**src/sv/sqk_pkg.sv**
```systemverilog
// sqk_pkg: types, constants and small lookup functions for the squawk sighting cache
// shared by the config, controller, datapath and checker files; no dependencies
`timescale 1ns / 1ps
`default_nettype none

package sqk_pkg;

  // table geometry and counters
  localparam int unsigned TABLE_AW   = 12;
  localparam int unsigned CNT_W      = 16;
  localparam logic [CNT_W-1:0] COUNT_MAX = 16'hFFFF;
  localparam logic [3:0] MIN_PHASES  = 4'd3;

  // stream word layout
  localparam int unsigned S_DATA_W   = 88;
  localparam int unsigned M_DATA_W   = 8;
  localparam int unsigned CODE_LSB   = 0;
  localparam int unsigned PHASE_LSB  = 16;
  localparam int unsigned ALT_LSB    = 20;
  localparam int unsigned TS_LSB     = 38;
  localparam int unsigned TS_W       = 48;
  localparam int unsigned ALT_W      = 18;

  // operation codes carried in tuser
  localparam logic [1:0] OP_DETECT   = 2'd0;
  localparam logic [1:0] OP_MARK_SQK = 2'd1;
  localparam logic [1:0] OP_MARK_ALT = 2'd2;

  // register map
  localparam int unsigned CFG_AW     = 4;
  localparam logic [1:0] REG_TTL     = 2'd0;
  localparam logic [1:0] REG_MAX_GAP = 2'd1;
  localparam logic [1:0] REG_MIN_GAP = 2'd2;
  localparam logic [31:0] TTL_RST     = 32'd60000000;
  localparam logic [31:0] MAX_GAP_RST = 32'd12000000;
  localparam logic [31:0] MIN_GAP_RST = 32'd12000;

  // altitude to gillham conversion
  localparam logic [18:0] ALT_BIAS     = 19'd49;
  localparam logic [17:0] DIV100_MUL   = 18'd167773;  // ceil(2^24 / 100)
  localparam logic [10:0] DIV5_MUL     = 11'd1639;    // ceil(2^13 / 5)
  localparam logic [10:0] N_OFFSET     = 11'd12;

  typedef struct packed {
    logic [31:0] ttl_window;
    logic [31:0] max_prf_gap;
    logic [31:0] min_prf_gap;
  } sqk_cfg_t;

  typedef struct packed {
    logic clear;     // write zero at the sweep address
    logic load;      // take the input word and read its entry
    logic alt_div;   // altitude step: divide by 100
    logic alt_mod;   // altitude step: offset, clamp, divide by 5
    logic alt_read;  // altitude step: look up code, read its entry
    logic commit;    // write the entry back and load the result
  } sqk_cmd_t;

  typedef struct packed {
    logic clr_last;
    logic in_alt;
    logic out_free;
  } sqk_sts_t;

  function automatic logic [2:0] fold8(input logic [3:0] x);
    fold8 = x[3] ? 3'(4'd15 - x) : x[2:0];
  endfunction

  function automatic logic [2:0] fives_lut(input logic [2:0] r);
    case (r)
      3'd0:    fives_lut = 3'd4;
      3'd1:    fives_lut = 3'd6;
      3'd2:    fives_lut = 3'd2;
      3'd3:    fives_lut = 3'd3;
      3'd4:    fives_lut = 3'd1;
      default: fives_lut = 3'd0;
    endcase
  endfunction

  function automatic logic [2:0] tens_lut(input logic [2:0] x);
    case (x)
      3'd0:    tens_lut = 3'd0;
      3'd1:    tens_lut = 3'd4;
      3'd2:    tens_lut = 3'd6;
      3'd3:    tens_lut = 3'd2;
      3'd4:    tens_lut = 3'd3;
      3'd5:    tens_lut = 3'd7;
      3'd6:    tens_lut = 3'd5;
      default: tens_lut = 3'd1;
    endcase
  endfunction

  // drop the top bit of each nibble: A4A2A1 B C D
  function automatic logic [TABLE_AW-1:0] octal_index(input logic [15:0] w);
    octal_index = {w[14:12], w[10:8], w[6:4], w[2:0]};
  endfunction

endpackage

`default_nettype wire

```
**src/sv/sqk_ctrl.sv**
```systemverilog
// sqk_ctrl: sequencer for the clearing pass, altitude conversion and entry update
// depends on sqk_pkg for the command and status structs
`timescale 1ns / 1ps
`default_nettype none

module sqk_ctrl
  import sqk_pkg::*;
(
  input  wire logic     clk_i,
  input  wire logic     rst_ni,
  input  wire logic     s_valid_i,
  input  wire sqk_sts_t sts_i,
  output logic          s_ready_o,
  output sqk_cmd_t      cmd_o
);

  typedef enum logic [2:0] {
    ST_CLEAR,
    ST_IDLE,
    ST_ALT_DIV,
    ST_ALT_MOD,
    ST_ALT_LOOK,
    ST_UPDATE
  } state_e;

  state_e state_q;

  always_ff @(posedge clk_i or negedge rst_ni) begin
    if (!rst_ni) begin
      state_q <= ST_CLEAR;
    end else begin
      case (state_q)
        ST_CLEAR: begin
          if (sts_i.clr_last) state_q <= ST_IDLE;
        end
        ST_IDLE: begin
          if (s_valid_i) state_q <= sts_i.in_alt ? ST_ALT_DIV : ST_UPDATE;
        end
        ST_ALT_DIV:  state_q <= ST_ALT_MOD;
        ST_ALT_MOD:  state_q <= ST_ALT_LOOK;
        ST_ALT_LOOK: state_q <= ST_UPDATE;
        ST_UPDATE: begin
          // hold until the output register can take the word
          if (sts_i.out_free) state_q <= ST_IDLE;
        end
        default: state_q <= ST_CLEAR;
      endcase
    end
  end

  assign s_ready_o       = (state_q == ST_IDLE);
  assign cmd_o.clear     = (state_q == ST_CLEAR);
  assign cmd_o.load      = (state_q == ST_IDLE) & s_valid_i;
  assign cmd_o.alt_div   = (state_q == ST_ALT_DIV);
  assign cmd_o.alt_mod   = (state_q == ST_ALT_MOD);
  assign cmd_o.alt_read  = (state_q == ST_ALT_LOOK);
  assign cmd_o.commit    = (state_q == ST_UPDATE) & sts_i.out_free;

endmodule

`default_nettype wire

```
**config.mk**
```make
export PLATFORM = sky130hd
export DESIGN_NAME = sqk_ctrl
export DESIGN_NICKNAME = d
export VERILOG_FILES = /design/src/sv/sqk_pkg.sv /design/src/sv/sqk_ctrl.sv
export SDC_FILE = /design/constraint.sdc
export NUM_CORES = 1
export LEC_CHECK = 0
export BUFFER_PORTS_ARGS = -buffer_cell sky130_fd_sc_hd__buf_4
export CAP_MARGIN = 20
export CORE_AREA = 2 2 39 41
export CTS_BUF_LIST = sky130_fd_sc_hd__clkbuf_8
export CTS_CLUSTER_DIAMETER = 200
export DETAILED_ROUTE_END_ITERATION = 16
export DIE_AREA = 0 0 41 43
export PLACE_DENSITY_LB_ADDON = 0.12
export SLEW_MARGIN = 20
export SYNTH_ARGS = -nofsm -noshare
export SYNTH_HDL_FRONTEND = slang
export SYNTH_SLANG_ARGS = --single-unit
```
**constraint.sdc**
```tcl
create_clock -name clk_i -period 2.5 [get_ports clk_i]
set_clock_uncertainty 0.2 [all_clocks]
set_input_delay 0.5 -clock clk_i [delete_from_list [all_inputs] [get_ports clk_i]]
set_output_delay 0.5 -clock clk_i [all_outputs]
set_load 0.01 [all_outputs]
```
### Yosys cells after proc, flatten, opt, wreduce, memory -nomap -nowiden

Index checks and enable logic that the tools add are counted.

* flip-flop bits (word level): 3
* latch bits: 0
* RAM bits: 0
* memory bits (read-only): 0
* bits of input ports: 6
* output and inout bits: 7
* logic and storage cells: 18
* memories: 0

* $add $sub $neg: 0
* $mul: 0
* div/mod/pow operators: 0
* magnitude comparators: 0
* eq/ne operators: 8
* shifts and indexed selects: 0
* muxes and demuxes: 5
* bitwise logic cells: 2
* reductions and logical operators: 2

Operators by type and width (count)
* $pmux W3 S6: 1
* $mux W3: 4
* $eq A3 B2 Y1 const B: 2
* $eq A3 B3 Y1 const B: 2
* $ne A2 B2 Y1 const B: 3
* $eq A3 B1 Y1 const B: 1
* $logic_not A3 Y1: 1
* $reduce_and A3 Y1: 1
* $and A1 B1 Y1: 2

### Logic depth before layout (Yosys ltp)

* word-level depth: 3
* gate-level depth with buffers: 4
* mapped depth without buffers: 3

### Worst setup path before layout

OpenSTA, ideal clock, no wires.

* kind: reg-to-output
* from: register state_q[2]
* to: output port cmd_o[4] in the netlist's numbering
* arrival time: 0.945 ns
* required time: 1.800 ns
* path slack: 0.855 ns
* stages on the path, launching flop included: 4
* path buffers: 1
* path through: dfrtp_1 -> buf_6 -> nor3b_2 -> and2_1

RTL lines
* from (decl): line sqk_ctrl.sv:26 `state_e state_q;`
* from (signal assigned): line sqk_ctrl.sv:37 `if (s_valid_i) state_q <= sts_i.in_alt ? ST_ALT_DIV : ST_UPDATE;`
* to (decl): line sqk_ctrl.sv:14 `output sqk_cmd_t cmd_o`

==> flow_summary.json <==
{
  "cts_max_path_bufs": 2,
  "floorplan.initialDensity_pct": 15.46,
  "design.final.nets": 47,
  "start_kind": "register",
  "largest_area_contributor_in_the_synthesized_netlist": "sky130_fd_sc_hd__dfrtp_1",
  "relSlewSlack_pct": 79.71,
  "layout_top_registers": "state_q x3",
  "worstHoldPathType": "input port to register",
  "crit_end_element": "output pin",
  "detail-route-antenna-nets": 0,
  "core_area_um2": 1384,
  "worst-path-max-fanout": 11,
  "status": "completed",
  "period_minus_slack_ns": 1.911,
  "clock-root-buffer": "sky130_fd_sc_hd__clkbuf_8",
  "cp_data_arrival_time_ns": 1.21,
  "synthesized_net_count": 31,
  "post_cts_resize_count": 0,
  "post_synth_inst_count": 25,
  "worstMarginPinSlew_ns": 0.3043,
  "timing.setup.critical_path_class": "register to output pin",
  "area_growth_syn_to_layout_pct": 69.59,
  "power.share.combinational_pct": 39.6,
  "grt_pass1_wl_um": 855,
  "ys_types": 17,
  "clock_sink_count": 3,
  "power_report.internal_total_w": 0.0002726,
  "drt_pass1_iterations": 3,
  "cp_data_required_time_ns": 1.80,
  "postSynthRegisterBits": 3,
  "finalHoldViolations": 0,
  "finalWeightedCongestion": 0.6810,
  "setup_viol": 0,
  "h-tree-depth": 1,
  "finalCritPeriodShare_pct": 76.43,
  "ys_top_cells_by_area": "sky130_fd_sc_hd__dfrtp_1 (35%), sky130_fd_sc_hd__and2_1 (5.8%), sky130_fd_sc_hd__nand2b_1 (5.8%)",
  "cellPowerDensity_nw_per_um2": 1160,
  "globalRoute.totalOverflow": 0,
  "p_sw_share_pct": 35.26,
  "leakage_power_summed_over_all_cells_nw": 0.1712,
  "yosysWarnings": 0,
  "final-max-slew-violation-count": 0,
  "cts_inserted_buffers": 3,
  "grt_max_degree": 12,
  "drtIter0Drc": 5,
  "fin_setup_tns_ns": 0,
  "clkSlewWorstSetupHoldPaths_ns": 0.03,
  "asyncSetResetFlopFracSynth_pct": 100.0,
  "finalWirelength_um": 522,
  "drive_gt1_share_pct": 40.00,
  "clkLatencyLatePin_ns": 0.21,
  "detailedPlace.worstSlack_ns": 0.7859,
  "die_y_um": 43,
  "die_width_um": 41,
  "synth_sequential_area_ratio_pct": 35.09,
  "setup_ws_ns": 0.5893,
  "ioPinCount": 13,
  "antenna_violations_before_repair": 0,
  "filler_cell_count": 158,
  "unrepaired_setup_endpoints_after_global_routing": "no",
  "seq_power_share_pct": 28.6,
  "syn_avg_cell_area_um2": 8.558,
  "ir_worst_vdd_v": 0.0001952,
  "maxCapViolations": 0,
  "vias": 216,
  "num_antenna_cells": 0,
  "fp-row-count": 14,
  "largest_register_ffs": 3,
  "summed_instance_area_of_the_synthesized_netlist_um2": 214.0,
  "post-synth-top-count-cell": "sky130_fd_sc_hd__dfrtp_1",
  "achievable-frequency_mhz": 523.4,
  "tritoncts_clock_tree": "built",
  "viasPerCell": 3.857,
  "top_register": "state_q",
  "die_area_um2": 1763,
  "synth_flop_cell": "sky130_fd_sc_hd__dfrtp_1",
  "synth_top_area_share_pct": 35.09,
  "combined_global_route_utilization_of_all_metal_layers_pct": 7.654,
  "wl_per_cell_um": 9.321,
  "post-route-drc-count": 0,
  "p_switching_w": 0.0001485,
  "clock_power_share_pct": 31.9,
  "place.port_buffers": 12,
  "synth_edf_count": 0,
  "detailedPlacementHpwl_um": 380.5,
  "first_global_vias": 184
}
==> worst paths after layout <==
path	slack [ns]	to	cells after the start	startpoint
worst max-delay path	0.59	cmd_o[4]	3	state_q[0]
worst min-delay path	0.34	state_q[0]	3	sts_i[2]
worst max register to register	1.35	state_q[2]	2	state_q[1]
worst min register to register	0.42	state_q[1]	1	state_q[2]
max in group asynchronous	1.59	state_q[1]	2	rst_ni
min in group asynchronous	0.42	state_q[2]	2	rst_ni
==> timing repair <==
item	CTS	global route
buffers inserted	0	0
hold endpoints to repair	3	0
hold buffers	1	0
setup endpoints to repair	0	0
==> power groups by stage <==
stage / registers, W / clock network, W / logic [W]
after detailed placement: 0.000122 / 0 / 0.000168
after global routing: 0.000129 / 0.000144 / 0.000185
after CTS: 0.000121 / 0.000138 / 0.000170
after floorplan: 0.0000825 / 0 / 0.000140
after global placement: 0.000121 / 0 / 0.000167
final: 0.000120 / 0.000134 / 0.000167
==> cell families (layout without fill, tap and decap cells) <==
group,after synthesis,count (layout),synth area share (%)
compound gates,6,6,14.62
buf+inv,2,17,7.600
flops,3,3,35.09
simple gates,14,14,42.69
==> layout by cell type, fill, tap and decap left out, drive strengths merged, types with 2 or more instances in the layout <==
master,n
nor3b,2
a21oi,2
nand2b,2
buf,12
nor2b,2
o21ai,3
nor2,2
clkbuf,3
and2,2
dfrtp,3
==> critical path, cell delays in order (launching register included) <==
cell and delay [ns]:
sky130_fd_sc_hd__dfrtp_1 0.50, sky130_fd_sc_hd__nor3b_2 0.24, sky130_fd_sc_hd__and2_1 0.14, sky130_fd_sc_hd__buf_4 0.11
==> stage by stage <==
step	instances	area [µm²]	utilization, %	hold WS (ns)	total power, W
2_1_floorplan	25	214.0	-	0.004409	0.0002226
3_3_place_gp	51	307.8	22.24	0.09062	0.0002883
3_5_place_dp	51	307.8	22.24	0.08916	0.0002899
4_1_cts	56	362.8	26.22	0.3375	0.0004286
5_1_grt	56	362.8	26.22	0.3618	0.0004581
6_report	56	362.8	26.22	0.3442	0.0004210
==> per-layer routing <==
metal  up-vias  track usage, %  share of wire [%]
li1        116               -                  -
met1        96           9.091                 44
met2         4           9.375                 52
met5         -               0                  0
met4         0           8.000                  0
met3         0           3.141                3.8
==> area by class of cell <==
type / instances / area [µm²] / share of cell area, %
clock buffer: 3 / 41.29 / 11.38
timing repair buffer: 13 / 100.1 / 27.59
clock inverter: 1 / 3.754 / 1.034
sequential: 3 / 75.07 / 20.69
multi-input combinational: 20 / 122.6 / 33.79
tap: 16 / 20.02 / 5.517
(Power assumes the default switching activity.)
