`src/sv/sqk_pkg.sv`:
```
// sqk_pkg: types, constants and small lookup functions for the squawk sighting cache
// shared by the config, controller, datapath and checker files; no dependencies
`timescale 1ns / 1ps
`default_nettype none

package sqk_pkg;

  // table geometry and counters
  localparam int unsigned TABLE_AW   = 12;
  localparam int unsigned CNT_W      = 16;
  localparam logic [CNT_W-1:0] COUNT_MAX = 16'hFFFF;
  localparam logic [3:0] MIN_PHASES  = 4'd3;

  // stream word layout
  localparam int unsigned S_DATA_W   = 88;
  localparam int unsigned M_DATA_W   = 8;
  localparam int unsigned CODE_LSB   = 0;
  localparam int unsigned PHASE_LSB  = 16;
  localparam int unsigned ALT_LSB    = 20;
  localparam int unsigned TS_LSB     = 38;
  localparam int unsigned TS_W       = 48;
  localparam int unsigned ALT_W      = 18;

  // operation codes carried in tuser
  localparam logic [1:0] OP_DETECT   = 2'd0;
  localparam logic [1:0] OP_MARK_SQK = 2'd1;
  localparam logic [1:0] OP_MARK_ALT = 2'd2;

  // register map
  localparam int unsigned CFG_AW     = 4;
  localparam logic [1:0] REG_TTL     = 2'd0;
  localparam logic [1:0] REG_MAX_GAP = 2'd1;
  localparam logic [1:0] REG_MIN_GAP = 2'd2;
  localparam logic [31:0] TTL_RST     = 32'd60000000;
  localparam logic [31:0] MAX_GAP_RST = 32'd12000000;
  localparam logic [31:0] MIN_GAP_RST = 32'd12000;

  // altitude to gillham conversion
  localparam logic [18:0] ALT_BIAS     = 19'd49;
  localparam logic [17:0] DIV100_MUL   = 18'd167773;  // ceil(2^24 / 100)
  localparam logic [10:0] DIV5_MUL     = 11'd1639;    // ceil(2^13 / 5)
  localparam logic [10:0] N_OFFSET     = 11'd12;

  typedef struct packed {
    logic [31:0] ttl_window;
    logic [31:0] max_prf_gap;
    logic [31:0] min_prf_gap;
  } sqk_cfg_t;

  typedef struct packed {
    logic clear;     // write zero at the sweep address
    logic load;      // take the input word and read its entry
    logic alt_div;   // altitude step: divide by 100
    logic alt_mod;   // altitude step: offset, clamp, divide by 5
    logic alt_read;  // altitude step: look up code, read its entry
    logic commit;    // write the entry back and load the result
  } sqk_cmd_t;

  typedef struct packed {
    logic clr_last;
    logic in_alt;
    logic out_free;
  } sqk_sts_t;

  function automatic logic [2:0] fold8(input logic [3:0] x);
    fold8 = x[3] ? 3'(4'd15 - x) : x[2:0];
  endfunction

  function automatic logic [2:0] fives_lut(input logic [2:0] r);
    case (r)
      3'd0:    fives_lut = 3'd4;
      3'd1:    fives_lut = 3'd6;
      3'd2:    fives_lut = 3'd2;
      3'd3:    fives_lut = 3'd3;
      3'd4:    fives_lut = 3'd1;
      default: fives_lut = 3'd0;
    endcase
  endfunction

  function automatic logic [2:0] tens_lut(input logic [2:0] x);
    case (x)
      3'd0:    tens_lut = 3'd0;
      3'd1:    tens_lut = 3'd4;
      3'd2:    tens_lut = 3'd6;
      3'd3:    tens_lut = 3'd2;
      3'd4:    tens_lut = 3'd3;
      3'd5:    tens_lut = 3'd7;
      3'd6:    tens_lut = 3'd5;
      default: tens_lut = 3'd1;
    endcase
  endfunction

  // drop the top bit of each nibble: A4A2A1 B C D
  function automatic logic [TABLE_AW-1:0] octal_index(input logic [15:0] w);
    octal_index = {w[14:12], w[10:8], w[6:4], w[2:0]};
  endfunction

endpackage

`default_nettype wire

```
`src/sv/sqk_cfg.sv`:
```
// sqk_cfg: register file behind the configuration port
// depends on sqk_pkg for the register map and reset values
`timescale 1ns / 1ps
`default_nettype none

module sqk_cfg
  import sqk_pkg::*;
(
  input  wire logic              clk_i,
  input  wire logic              rst_ni,
  input  wire logic              psel,
  input  wire logic              penable,
  input  wire logic              pwrite,
  input  wire logic [CFG_AW-1:0] paddr,
  input  wire logic [31:0]       pwdata,
  output logic      [31:0]       prdata,
  output logic                   pready,
  output sqk_cfg_t               cfg_o
);

  sqk_cfg_t    cfg_q;
  logic        wr_en;
  logic [1:0]  reg_sel;

  assign pready  = 1'b1;
  assign wr_en   = psel & penable & pwrite;
  assign reg_sel = paddr[3:2];

  always_ff @(posedge clk_i or negedge rst_ni) begin
    if (!rst_ni) begin
      cfg_q.ttl_window  <= TTL_RST;
      cfg_q.max_prf_gap <= MAX_GAP_RST;
      cfg_q.min_prf_gap <= MIN_GAP_RST;
    end else if (wr_en) begin
      case (reg_sel)
        REG_TTL:     cfg_q.ttl_window  <= pwdata;
        REG_MAX_GAP: cfg_q.max_prf_gap <= pwdata;
        REG_MIN_GAP: cfg_q.min_prf_gap <= pwdata;
        default: ;
      endcase
    end
  end

  always_comb begin
    case (reg_sel)
      REG_TTL:     prdata = cfg_q.ttl_window;
      REG_MAX_GAP: prdata = cfg_q.max_prf_gap;
      REG_MIN_GAP: prdata = cfg_q.min_prf_gap;
      default:     prdata = '0;
    endcase
  end

  assign cfg_o = cfg_q;

endmodule

`default_nettype wire

```
`config.mk`:
```
export PLATFORM = sky130hd
export DESIGN_NAME = sqk_cfg
export DESIGN_NICKNAME = d
export VERILOG_FILES = /design/src/sv/sqk_pkg.sv /design/src/sv/sqk_cfg.sv
export SDC_FILE = /design/constraint.sdc
export NUM_CORES = 1
export LEC_CHECK = 0
export BUFFER_PORTS_ARGS = -buffer_cell sky130_fd_sc_hd__buf_4
export CAP_MARGIN = 20
export CORE_ASPECT_RATIO = 2
export CORE_UTILIZATION = 41
export CTS_CLUSTER_DIAMETER = 60
export DETAILED_ROUTE_END_ITERATION = 16
export PLACE_DENSITY_LB_ADDON = 0.1
export SLEW_MARGIN = 40
export SYNTH_ARGS = -nofsm -noshare
export SYNTH_HDL_FRONTEND = slang
export SYNTH_SLANG_ARGS = --single-unit
```
`constraint.sdc`:
```
create_clock -name clk_i -period 2.7 [get_ports clk_i]
set_input_delay 0.54 -clock clk_i [delete_from_list [all_inputs] [get_ports clk_i]]
set_output_delay 0.54 -clock clk_i [all_outputs]
set_load 0.005 [all_outputs]
```
=== After elaboration in Yosys (flattened, before gate mapping) ===
Index checks and enable logic that the tools add are counted.

* Eq/ne operators: 2
* Mux-type cells: 1
* Bitwise logic cells: 2
* Reduce and logical (&&, ||, !) cells: 4

{| class="wikitable"
|+ Operator list
! kind !! count
|-
| $pmux 32 s3 || 1
|-
| $reduce_and 2->1 || 3
|-
| $and 1x1->1 || 2
|-
| $eq 2x1->1 const B || 1
|-
| $eq 2x2->1 const B || 1
|-
| $logic_not 2->1 || 1
|}

* Register bits: 96
* Bits of input ports: 41
* Output and inout bits: 129
* Logic and storage cells: 12

=== Depth between registers and ports, before layout ===
Gate-level depths: netlist of the first run.

* Depth in word-level cells: 3
* Gate-level depth with buffers: 6
* Mapped depth without buffers: 3

=== Worst setup path after synthesis of the first run ===
OpenSTA, ideal clock, no wires.

* Path type: input port to output port
* From: input paddr[2]
* To: output prdata[0]
* Arrival: 1383 ps
* Data required time: 2160 ps
* Slack: 777 ps
* Stages on the path: 6
* Path buffers: 3
* Path through: buf_4 > nor2b_1 > clkbuf_1 > clkbuf_1 > nand2_1 > o21ai_0

* Longest elaborated chain between the ends: 2
* Elaborated cells on any way between the ends: 4

{| class="wikitable"
|+ RTL lines
! what !! line !! source
|-
| start: declaration || sqk_cfg.sv:14 || <nowiki>input wire logic [CFG_AW-1:0] paddr,</nowiki>
|-
| $eq 2x2->1 (tied with other cells) || sqk_cfg.sv:45 || <nowiki>case (reg_sel)</nowiki>
|-
| $pmux 32 s3 (*) || sqk_cfg.sv:45 ||
|-
| end: declaration || sqk_cfg.sv:16 || <nowiki>output logic [31:0] prdata,</nowiki>
|}

Mark *: on every way between the ends. The rest lies on a longest branch, timed or not.

=== Worst setup path in the final report of the first run ===
* From: input paddr[2]
* To: output prdata[15]

The elaborated chain is that of the path after synthesis.

==> results by group, run 1 <==
Floorplanning
  • Die width: 75.31 um
  • Die height: 148.6 um
  • Initial Util: 42.06%
  • Cell row count: 53
  • Number of placed I/O pins: 170
  • Die area: 11190 um2
  • Core area: 10480 um2

Timing
  • FMAX: 0.4606 GHz
  • Final period util: 80.41%
  • Sum Neg Setup Slack: 0 ns
  • Final slew viol count: 0
  • Clock skew: 0 ns
  • Finish-stage setup viols: 0
  • Final Hold Violating Endpoints: 0
  • Post-route minimum period: 2.171 ns
  • Slew @ Worst Pin: 0.5758 ns
  • Slew Limit Headroom: 61.61%
  • Hold_ws: 0.2005 ns
  • RSZ-0062 raised after global routing: false

GRT
  • Number of global-route vias before repair: 3154
  • First-pass GRT wire length: 16720 um
  • Initial antenna violation count: 0
  • Total gr overflow: 0
  • Largest net degree at the start of global routing: 55
  • Overall routing resource usage: 20.11%

Synthesis
  • Synthesized Nets: 357
  • Top cells by count, synth: dfrtp_1 (69), mux2_2 (64), mux2i_1 (32), nand2_1 (32), o21ai_0 (32)
  • Top-count cell post-synth: dfrtp_1
  • Ys async rst share: 100.0%
  • Largest cells by area after synthesis: dfrtp_1 (39%), mux2_2 (16%), dfstp_2 (16%)
  • Yosys top cell area share: 39.18%
  • Cell area after synthesis: 4407 um2
  • Mean Syn Cell Area: 13.95 um2
  • Post-synth EDFFs: 0
  • Post-synthesis sequential area ratio: 55.28%
  • Yosys warns: 0
  • Unique masters post-synth: 18
  • Cells after Synth: 316
  • Largest area contributor in the netlist: dfrtp_1
  • Top FF cell, synth: dfrtp_1
  • Synth Register Bits: 96

Clock network
  • Number of post-CTS setup repair buffers: 0
  • Hold-fix buffers, CTS: 0
  • CTS sink count: 96
  • Longest Clk Path Bufs: 2
  • Inserted Clock Buffers: 9
  • Root buf cell: clkbuf_16
  • Worst-path clk slew: 0.07 ns
  • CTS tree: built
  • Worst skew pair latency: 0.33 ns
  • CTS resizes: 0
  • H-tree depth: 3

Critical path
  • Critical path startpoint category: input pin
  • CP peak stage delay: 0.36 ns
  • CP most frequent cell: buf_4
  • Crit-path cells: buf_4 -> nor2b_4 -> buf_16 -> nand2_1 -> o21ai_0 -> buf_4
  • Worst endpoint data arrival time: 1.63 ns
  • Setup crit end kind: output pin
  • Critical path fanouts, max: 23
  • R2r setup slk: 1.89 ns
  • Critical-path top delay cell: nor2b_4
  • Origin of the critical flop-to-flop path: cfg_o[69]
  • Crit path kind: input pin to output pin
  • Worst Path Required: 2.16 ns
  • Reg-to-reg endpoint: cfg_o[69]
  • Reg2reg path depth: 1

Layout
  • Final #Nets: 523
  • Non-filler instance count after layout: 624
  • Final Util: 58.38%
  • Synthesis-to-finish area growth: 38.81%
  • ANT cells: 0
  • Layout cell share with drive strength beyond 1: 65.50%
  • # fillers: 928
  • Max reg flops: 96

Power
  • Maximum VDD drop: 0.0004562 V
  • Static Leak: 3.001 nW
  • Power per cell area: 767.8 nW/um2
  • Total power: 4.697 mW

Placement
  • Detailed placement HPWL: 7830 um
  • IO Port Bufs: 166
  • GP Congestion: 0.7745
  • Placed cells: 607

Detailed routing
  • First-pass DRT Iterations: 4
  • WL/cell: 17.63 um
  • Initial DRC count: 154
  • Post-Route WL: 11000 um
  • DRT antenna net count: 0
  • Vias: 3159
  • Routed vias/inst: 5.063
  • DRC errors left: 0

Flow run
  • Total of max-cap violations: 0

Min path
  • Hold WC Path Type: input pin to asynchronous set/reset pin

Status
  • Status: complete, no violations
-- critical path, delay by kind of cell --
family	cells	cell delay [ns]
compound gates	1	0.08
buf+inv	3	0.58
simple gates	2	0.42
-- cell families after synthesis --
kind of cell,Yosys count,share of synthesized area [%]
flip-flops,96,55.28
multiplexers,128,34.36
other,1,0.08510
AO/OA/AOI/OAI,32,3.634
AND/OR/NAND/NOR,37,3.805
buffers and inverters,22,2.839
-- worst max path at each step --
stage	startpoint	end	slack [ns]	cells past startpoint
after floorplan	paddr[2]	prdata[0]	0.78	6
after CTS	paddr[2]	prdata[26]	0.28	5
after global placement	paddr[2]	prdata[4]	0.30	5
final	paddr[2]	prdata[15]	0.53	6
after detailed placement	paddr[2]	prdata[4]	0.28	5
after global routing	paddr[2]	prdata[24]	0.45	6
-- metrics by stage --
stage	area (um2)	setup slack (ns)
floorplan	4407	0.7772
finish	6117	0.5290
CTS	6090	0.2798
global placement	5807	0.2998
detailed placement	5807	0.2827
global route	6117	0.4452
-- cells in the final DEF (no fill, tap or decap), types with 2 or more instances in the layout --
cell and instances:
mux2_2 64, clkinv_2 2, buf_4 175, clkinv_4 2
mux2i_1 32, dfstp_2 27, mux2_1 2, clkbuf_16 9
o21ai_0 32, mux2_4 30, nand2_1 32, dfrtp_1 69
-- area by class of cell --
type	count	area (um2)	share of cell area, %
multi-input cells	198	1866	30.50
clock inverters	6	43.79	0.7159
clock buffers	10	239.0	3.907
repair buffers	177	1361	22.25
well taps	137	171.4	2.802
flip-flops and latches	96	2436	39.82
-- layer usage --
layer / global-route usage [%] / vias up / routed length [um]
li1: - / 1440 / -
met1: 23.03 / 1608 / 4144
met2: 36.07 / 101 / 6182
met3: 3.726 / 10 / 506
met4: 7.037 / 0 / 165
met5: 0 / - / 0
-- power breakdown --
group	internal [mW]	switching (mW)
clock	0.653	0.537
combinational	0.922	0.446
sequential	1.85	0.293
total	3.42	1.27
Note: power is estimated with default switching activity, not from simulation.
==> run 2: changes to the inputs <==
clock period = 2.2 ns   (was 2.7 ns; I/O delays follow)
==> results by group, run 2 (synthesized netlist as in run 1, its figures left out) <==
Floorplanning
  • Die width: 75.31 um (unchanged)
  • Die area: 11190 um2 (unchanged)
  • Initial Util: 42.06% (unchanged)
  • Number of placed I/O pins: 170 (unchanged)
  • Core area: 10480 um2 (unchanged)
  • Cell row count: 53 (unchanged)
  • Die height: 148.6 um (unchanged)

Detailed routing
  • Top sig layer: met4 (unchanged)
  • Initial DRC count: 117 (was 154)
  • Detail Route met2 WL: 6168 um (was 6182 um)
  • Post-Route WL: 11260 um (was 11000 um)
  • DRT antenna net count: 0 (unchanged)
  • Met1 WL: 4270 um (was 4144 um)
  • Met3 routed WL: 586 um (was 506 um)
  • DRC errors left: 0 (unchanged)
  • First-pass DRT Iterations: 4 (unchanged)
  • Routed vias/inst: 4.978 (was 5.063)
  • WL/cell: 17.99 um (was 17.63 um)
  • Vias: 3116 (was 3159)

Power
  • Static Leak: 3.018 nW (was 3.001 nW)
  • Maximum VDD drop: 0.0005575 V (was 0.0004562 V)
  • Combinational power share: 28.5% (was 29.1%)
  • Sequential power share: 44.6% (was 45.6%)
  • Sw Pwr: 1.570 mW (was 1.275 mW)
  • Clock Power Share: 27.0% (was 25.3%)
  • Sw Share: 26.57% (was 27.14%)
  • Power per cell area: 958.9 nW/um2 (was 767.8 nW/um2)
  • Pint: 4.339 mW (was 3.422 mW)

Timing
  • RSZ-0062 raised after global routing: false (unchanged)
  • Final period util: 83.18%
  • Finish-stage setup viols: 0 (unchanged)
  • Final Hold Violating Endpoints: 0 (unchanged)
  • Hold_ws: 0.1430 ns (was 0.2005 ns)
  • Final slew viol count: 0 (unchanged)
  • Slew Limit Headroom: 66.30% (was 61.61%)
  • Post-route minimum period: 1.830 ns
  • Sum Neg Setup Slack: 0 ns (unchanged)
  • Clock skew: 0 ns (unchanged)
  • FMAX: 0.5464 GHz
  • Slew @ Worst Pin: 0.5056 ns (was 0.5758 ns)

Critical path
  • Critical path startpoint category: input pin (unchanged)
  • Critical path fanouts, max: 11 (was 23)
  • Crit-path cells: buf_4 -> buf_4 -> mux2i_1 -> o21ai_0 -> buf_4 (was buf_4 -> nor2b_4 -> buf_16 -> nand2_1 -> o21ai_0 -> buf_4)
  • Worst Path Required: 1.76 ns (was 2.16 ns)
  • Critical-path top delay cell: buf_4 (was nor2b_4)
  • Worst endpoint data arrival time: 1.39 ns (was 1.63 ns)
  • Crit path kind: input pin to output pin (unchanged)
  • CP Buf/Inv Count: 3 (unchanged)
  • CP peak stage delay: 0.28 ns (was 0.36 ns)
  • Family with the most delay on the worst path: buffers and inverters (unchanged)
  • Setup crit end kind: output pin (unchanged)
  • CP most frequent cell: buf_4 (unchanged)

GRT
  • Total gr overflow: 0 (unchanged)
  • Initial antenna violation count: 0 (unchanged)
  • First-pass GRT wire length: 17240 um (was 16720 um)
  • Overall routing resource usage: 21.18% (was 20.11%)
  • Largest net degree at the start of global routing: 97 (was 55)
  • Number of global-route vias before repair: 3179 (was 3154)

Layout
  • Non-filler instance count after layout: 626 (was 624)
  • Most frequent cells in the layout: buf_4 (176), dfrtp_1 (69), mux2_2 (64) (was buf_4 (175), dfrtp_1 (69), mux2_2 (64))
  • Synthesis-to-finish area growth: 39.84% (was 38.81%)
  • Max reg flops: 96 (unchanged)
  • Final #Nets: 525 (was 523)
  • Post-route cell area: 6162 um2 (was 6117 um2)
  • Commonest non-fill, non-tap cell in the layout: buf_4 (unchanged)
  • ANT cells: 0 (unchanged)
  • Final Util: 58.81% (was 58.38%)
  • Layout cell share with drive strength beyond 1: 65.64% (was 65.50%)

Clock network
  • Number of post-CTS setup repair buffers: 0 (unchanged)
  • Hold-fix buffers, CTS: 0 (unchanged)
  • CTS tree: built (unchanged)
  • CTS resizes: 0 (unchanged)
  • Worst skew pair latency: 0.33 ns (about the same)
  • Root buf cell: clkbuf_16 (unchanged)
  • CTS sink count: 96 (unchanged)
  • H-tree depth: 3 (unchanged)
  • Longest Clk Path Bufs: 2 (unchanged)
  • Worst-path clk slew: 0.06 ns (was 0.07 ns)
  • Inserted Clock Buffers: 9 (unchanged)

Status
  • Status: complete, no violations (unchanged)

Placement
  • Dpl cell area: 5854 um2 (was 5807 um2)
  • Detailed placement HPWL: 8028 um (was 7830 um)
  • GP Congestion: 0.7759 (was 0.7745)
  • IO Port Bufs: 166 (unchanged)
  • Placed cells: 610 (was 607)

Flow run
  • Total of max-cap violations: 0 (unchanged)

Min path
  • Hold WC Path Type: input pin to asynchronous set/reset pin (unchanged)
-- run 2: cell types whose count changed in the layout (fill, tap and decap cells not counted), sizes merged --
cell      delta
clkinv       -2
inv          -1
clkbuf       +1
clkinvlp     +1
buf          +2
bufinv       +1
-- run 2: routing by layer --
metal | vias up | GRT usage, %
met3 | 16 | 5.556
met1 | 1543 | 24.42
met5 | - | 0
met4 | 0 | 7.778
met2 | 107 | 36.56
li1 | 1450 | -
-- run 2: power groups by stage --
stage	clock network (mW)	registers [mW]	logic, mW
detailed placement	0	2.66	1.71
finish	1.59	2.63	1.68
global placement	0	2.64	1.67
floorplan	0	2.61	0.651
global route	1.71	2.70	1.83
CTS	1.64	2.64	1.72
-- run 2: area by class of cell --
cell class	instances	area (um2)
Fill cell	925	4315
Sequential cell	96	2436
Multi-Input combinational cell	198	1866
Timing Repair Buffer	179	1381
Clock buffer	11	252.7
Tap cell	137	171.4
Clock inverter	5	55.05
-- run 2: through the flow --
stage	setup WS [ns]	power, mW
after floorplan	0.4772	3.257
after global placement	0.3041	4.318
after detailed placement	0.2874	4.375
after CTS	0.3634	5.994
after global routing	0.2841	6.244
final	0.3700	5.909
-- run 2: path summary, 6_finish.rpt --
path,start,endpoint,slack (ns),cells past startpoint
max,paddr[2],prdata[1],0.37,5
min,rst_ni,cfg_o[17],0.14,2
max reg2reg,cfg_o[32],cfg_o[32],1.38,1
min reg2reg,cfg_o[3],cfg_o[3],0.53,1
max in group asynchronous,rst_ni,cfg_o[5],1.66,2
min in group clk_i,pwdata[24],cfg_o[56],0.34,2
==> run 3: changes to the inputs <==
clock period = 1.9 ns   (was 2.2 ns; I/O delays follow)
==> results by group, run 3 (synthesized netlist as in run 1, its figures left out) <==
Layout
  • Flip-flop and latch area: 2436 um2 (unchanged)
  • Synthesis-to-finish area growth: 42.50% (was 39.84%)
  • Multi-input logic area: 1866 um2 (unchanged)
  • Post-route cell area: 6280 um2 (was 6162 um2)
  • Commonest non-fill, non-tap cell in the layout: buf_4 (unchanged)
  • Layout cell share with drive strength beyond 1: 65.72% (was 65.64%)
  • # fillers: 906 (was 925)
  • Non-filler instance count after layout: 630 (was 626)
  • Most frequent cells in the layout: buf_4 (175), dfrtp_1 (69), mux2_2 (64) (was buf_4 (176), dfrtp_1 (69), mux2_2 (64))
  • ANT cells: 0 (unchanged)
  • Final Util: 59.94% (was 58.81%)
  • Max reg flops: 96 (unchanged)
  • Final #Nets: 530 (was 525)

Power
  • Total power: 6.899 mW (was 5.909 mW)
  • Combinational power share: 28.4% (was 28.5%)
  • Pint: 5.130 mW (was 4.339 mW)
  • Static Leak: 3.076 nW (was 3.018 nW)
  • Sequential power share: 44.1% (was 44.6%)
  • Clock Power Share: 27.5% (was 27.0%)
  • Maximum VDD drop: 0.0006614 V (was 0.0005575 V)
  • Power per cell area: 1099 nW/um2 (was 958.9 nW/um2)
  • Sw Pwr: 1.769 mW (was 1.570 mW)
  • Sw Share: 25.65% (was 26.57%)

Timing
  • FMAX: 0.5786 GHz
  • Final Hold Violating Endpoints: 1 (was 0)
  • RSZ-0062 raised after global routing: false (unchanged)
  • Post-route minimum period: 1.728 ns
  • Finish-stage setup viols: 0 (unchanged)
  • Final slew viol count: 0 (unchanged)
  • Hold_ws: -0.003240 ns (was 0.1430 ns)
  • Clock skew: 0 ns (unchanged)
  • Post-route setup slack: 0.1716 ns (was 0.3700 ns)
  • Sum Neg Setup Slack: 0 ns (unchanged)
  • Final period util: 90.97%

Critical path
  • Critical path fanouts, max: 23 (was 11)
  • Critical path startpoint category: input pin (unchanged)
  • CP peak stage delay: 0.18 ns (was 0.28 ns)
  • CP most frequent cell: buf_4 (unchanged)
  • Worst endpoint data arrival time: 1.35 ns (was 1.39 ns)
  • Crit path kind: input pin to output pin (unchanged)
  • Critical-path top delay cell: buf_4 (unchanged)
  • Setup crit end kind: output pin (unchanged)
  • Worst Path Required: 1.52 ns (was 1.76 ns)
  • Family with the most delay on the worst path: buffers and inverters (unchanged)
  • Crit-path cells: buf_4 -> buf_4 -> nor2b_4 -> buf_12 -> nand2_1 -> o21ai_0 -> buf_4 (was buf_4 -> buf_4 -> mux2i_1 -> o21ai_0 -> buf_4)
  • CP Buf/Inv Count: 4 (was 3)

Detailed routing
  • Vias: 3179 (was 3116)
  • DRC errors left: 0 (unchanged)
  • Routed vias/inst: 5.046 (was 4.978)
  • Initial DRC count: 115 (was 117)
  • First-pass DRT Iterations: 4 (unchanged)
  • Post-Route WL: 10920 um (was 11260 um)
  • WL/cell: 17.33 um (was 17.99 um)
  • DRT antenna net count: 0 (unchanged)

Floorplanning
  • Core area: 10480 um2 (unchanged)
  • Die width: 75.31 um (unchanged)
  • Cell row count: 53 (unchanged)
  • Number of placed I/O pins: 170 (unchanged)
  • Die height: 148.6 um (unchanged)
  • Die area: 11190 um2 (unchanged)
  • Initial Util: 42.06% (unchanged)

Clock network
  • Root buf cell: clkbuf_16 (unchanged)
  • CTS sink count: 96 (unchanged)
  • Worst skew pair latency: 0.33 ns (about the same)
  • Inserted Clock Buffers: 9 (unchanged)
  • CTS tree: built (unchanged)
  • Worst-path clk slew: 0.06 ns (about the same)
  • H-tree depth: 3 (unchanged)
  • Longest Clk Path Bufs: 2 (unchanged)
  • Number of post-CTS setup repair buffers: 0 (unchanged)
  • Hold-fix buffers, CTS: 0 (unchanged)
  • CTS resizes: 0 (unchanged)

GRT
  • Overall routing resource usage: 20.46% (was 21.18%)
  • First-pass GRT wire length: 16950 um (was 17240 um)
  • Total gr overflow: 0 (unchanged)
  • Largest net degree at the start of global routing: 41 (was 97)
  • Initial antenna violation count: 0 (unchanged)
  • Number of global-route vias before repair: 3171 (was 3179)

Status
  • Status: finished with violations (was complete, no violations)
  • Violated checks: hold timing

Placement
  • Dpl cell area: 5967 um2 (was 5854 um2)
  • Placed cells: 615 (was 610)
  • Pre-CTS setup slack: 0.1629 ns (was 0.2874 ns)
  • IO Port Bufs: 166 (unchanged)
  • GP Congestion: 0.7747 (was 0.7759)
  • Detailed placement HPWL: 8001 um (was 8028 um)

Min path
  • Hold WC Path Type: input pin to asynchronous set/reset pin (unchanged)

Flow run
  • Total of max-cap violations: 0 (unchanged)
[run 3: power groups by stage]
| stage | registers, mW | logic (mW) | clock network [mW] |
|---|---|---|---|
| floorplan | 3.02 | 0.754 | 0 |
| detailed placement | 3.08 | 1.99 | 0 |
| finish | 3.04 | 1.96 | 1.90 |
| global route | 3.11 | 2.15 | 2.04 |
| CTS | 3.05 | 2.00 | 1.95 |
| global placement | 3.06 | 1.96 | 0 |
[run 3: final timing paths]
| check | startpoint | to | slack (ns) | cells past startpoint |
|---|---|---|---|---|
| setup reg to reg | cfg_o[37] | cfg_o[37] | 1.10 | 1 |
| hold reg to reg | cfg_o[95] | cfg_o[95] | 0.53 | 1 |
| hold / removal | rst_ni | cfg_o[17] | -0.003 | 1 |
| setup / recovery | paddr[2] | prdata[28] | 0.17 | 7 |
| max in group asynchronous | rst_ni | cfg_o[5] | 1.25 | 2 |
| min in group clk_i | pwdata[28] | cfg_o[92] | 0.28 | 2 |
[run 3: cell type report]
type                            count  area share, %
Sequential cell                    96          38.79
Multi-Input combinational cell    198          29.71
Timing Repair Buffer              184          23.79
Clock buffer                       11          3.865
Tap cell                          137          2.730
Clock inverter                      4          1.116
[run 3: routing by layer]
metal,GRT usage (%),vias to the layer above,routed length (um)
li1,-,1460,-
met4,6.667,0,157
met5,0,-,0
met2,36.70,105,6165
met3,4.539,10,519
met1,23.18,1604,4074
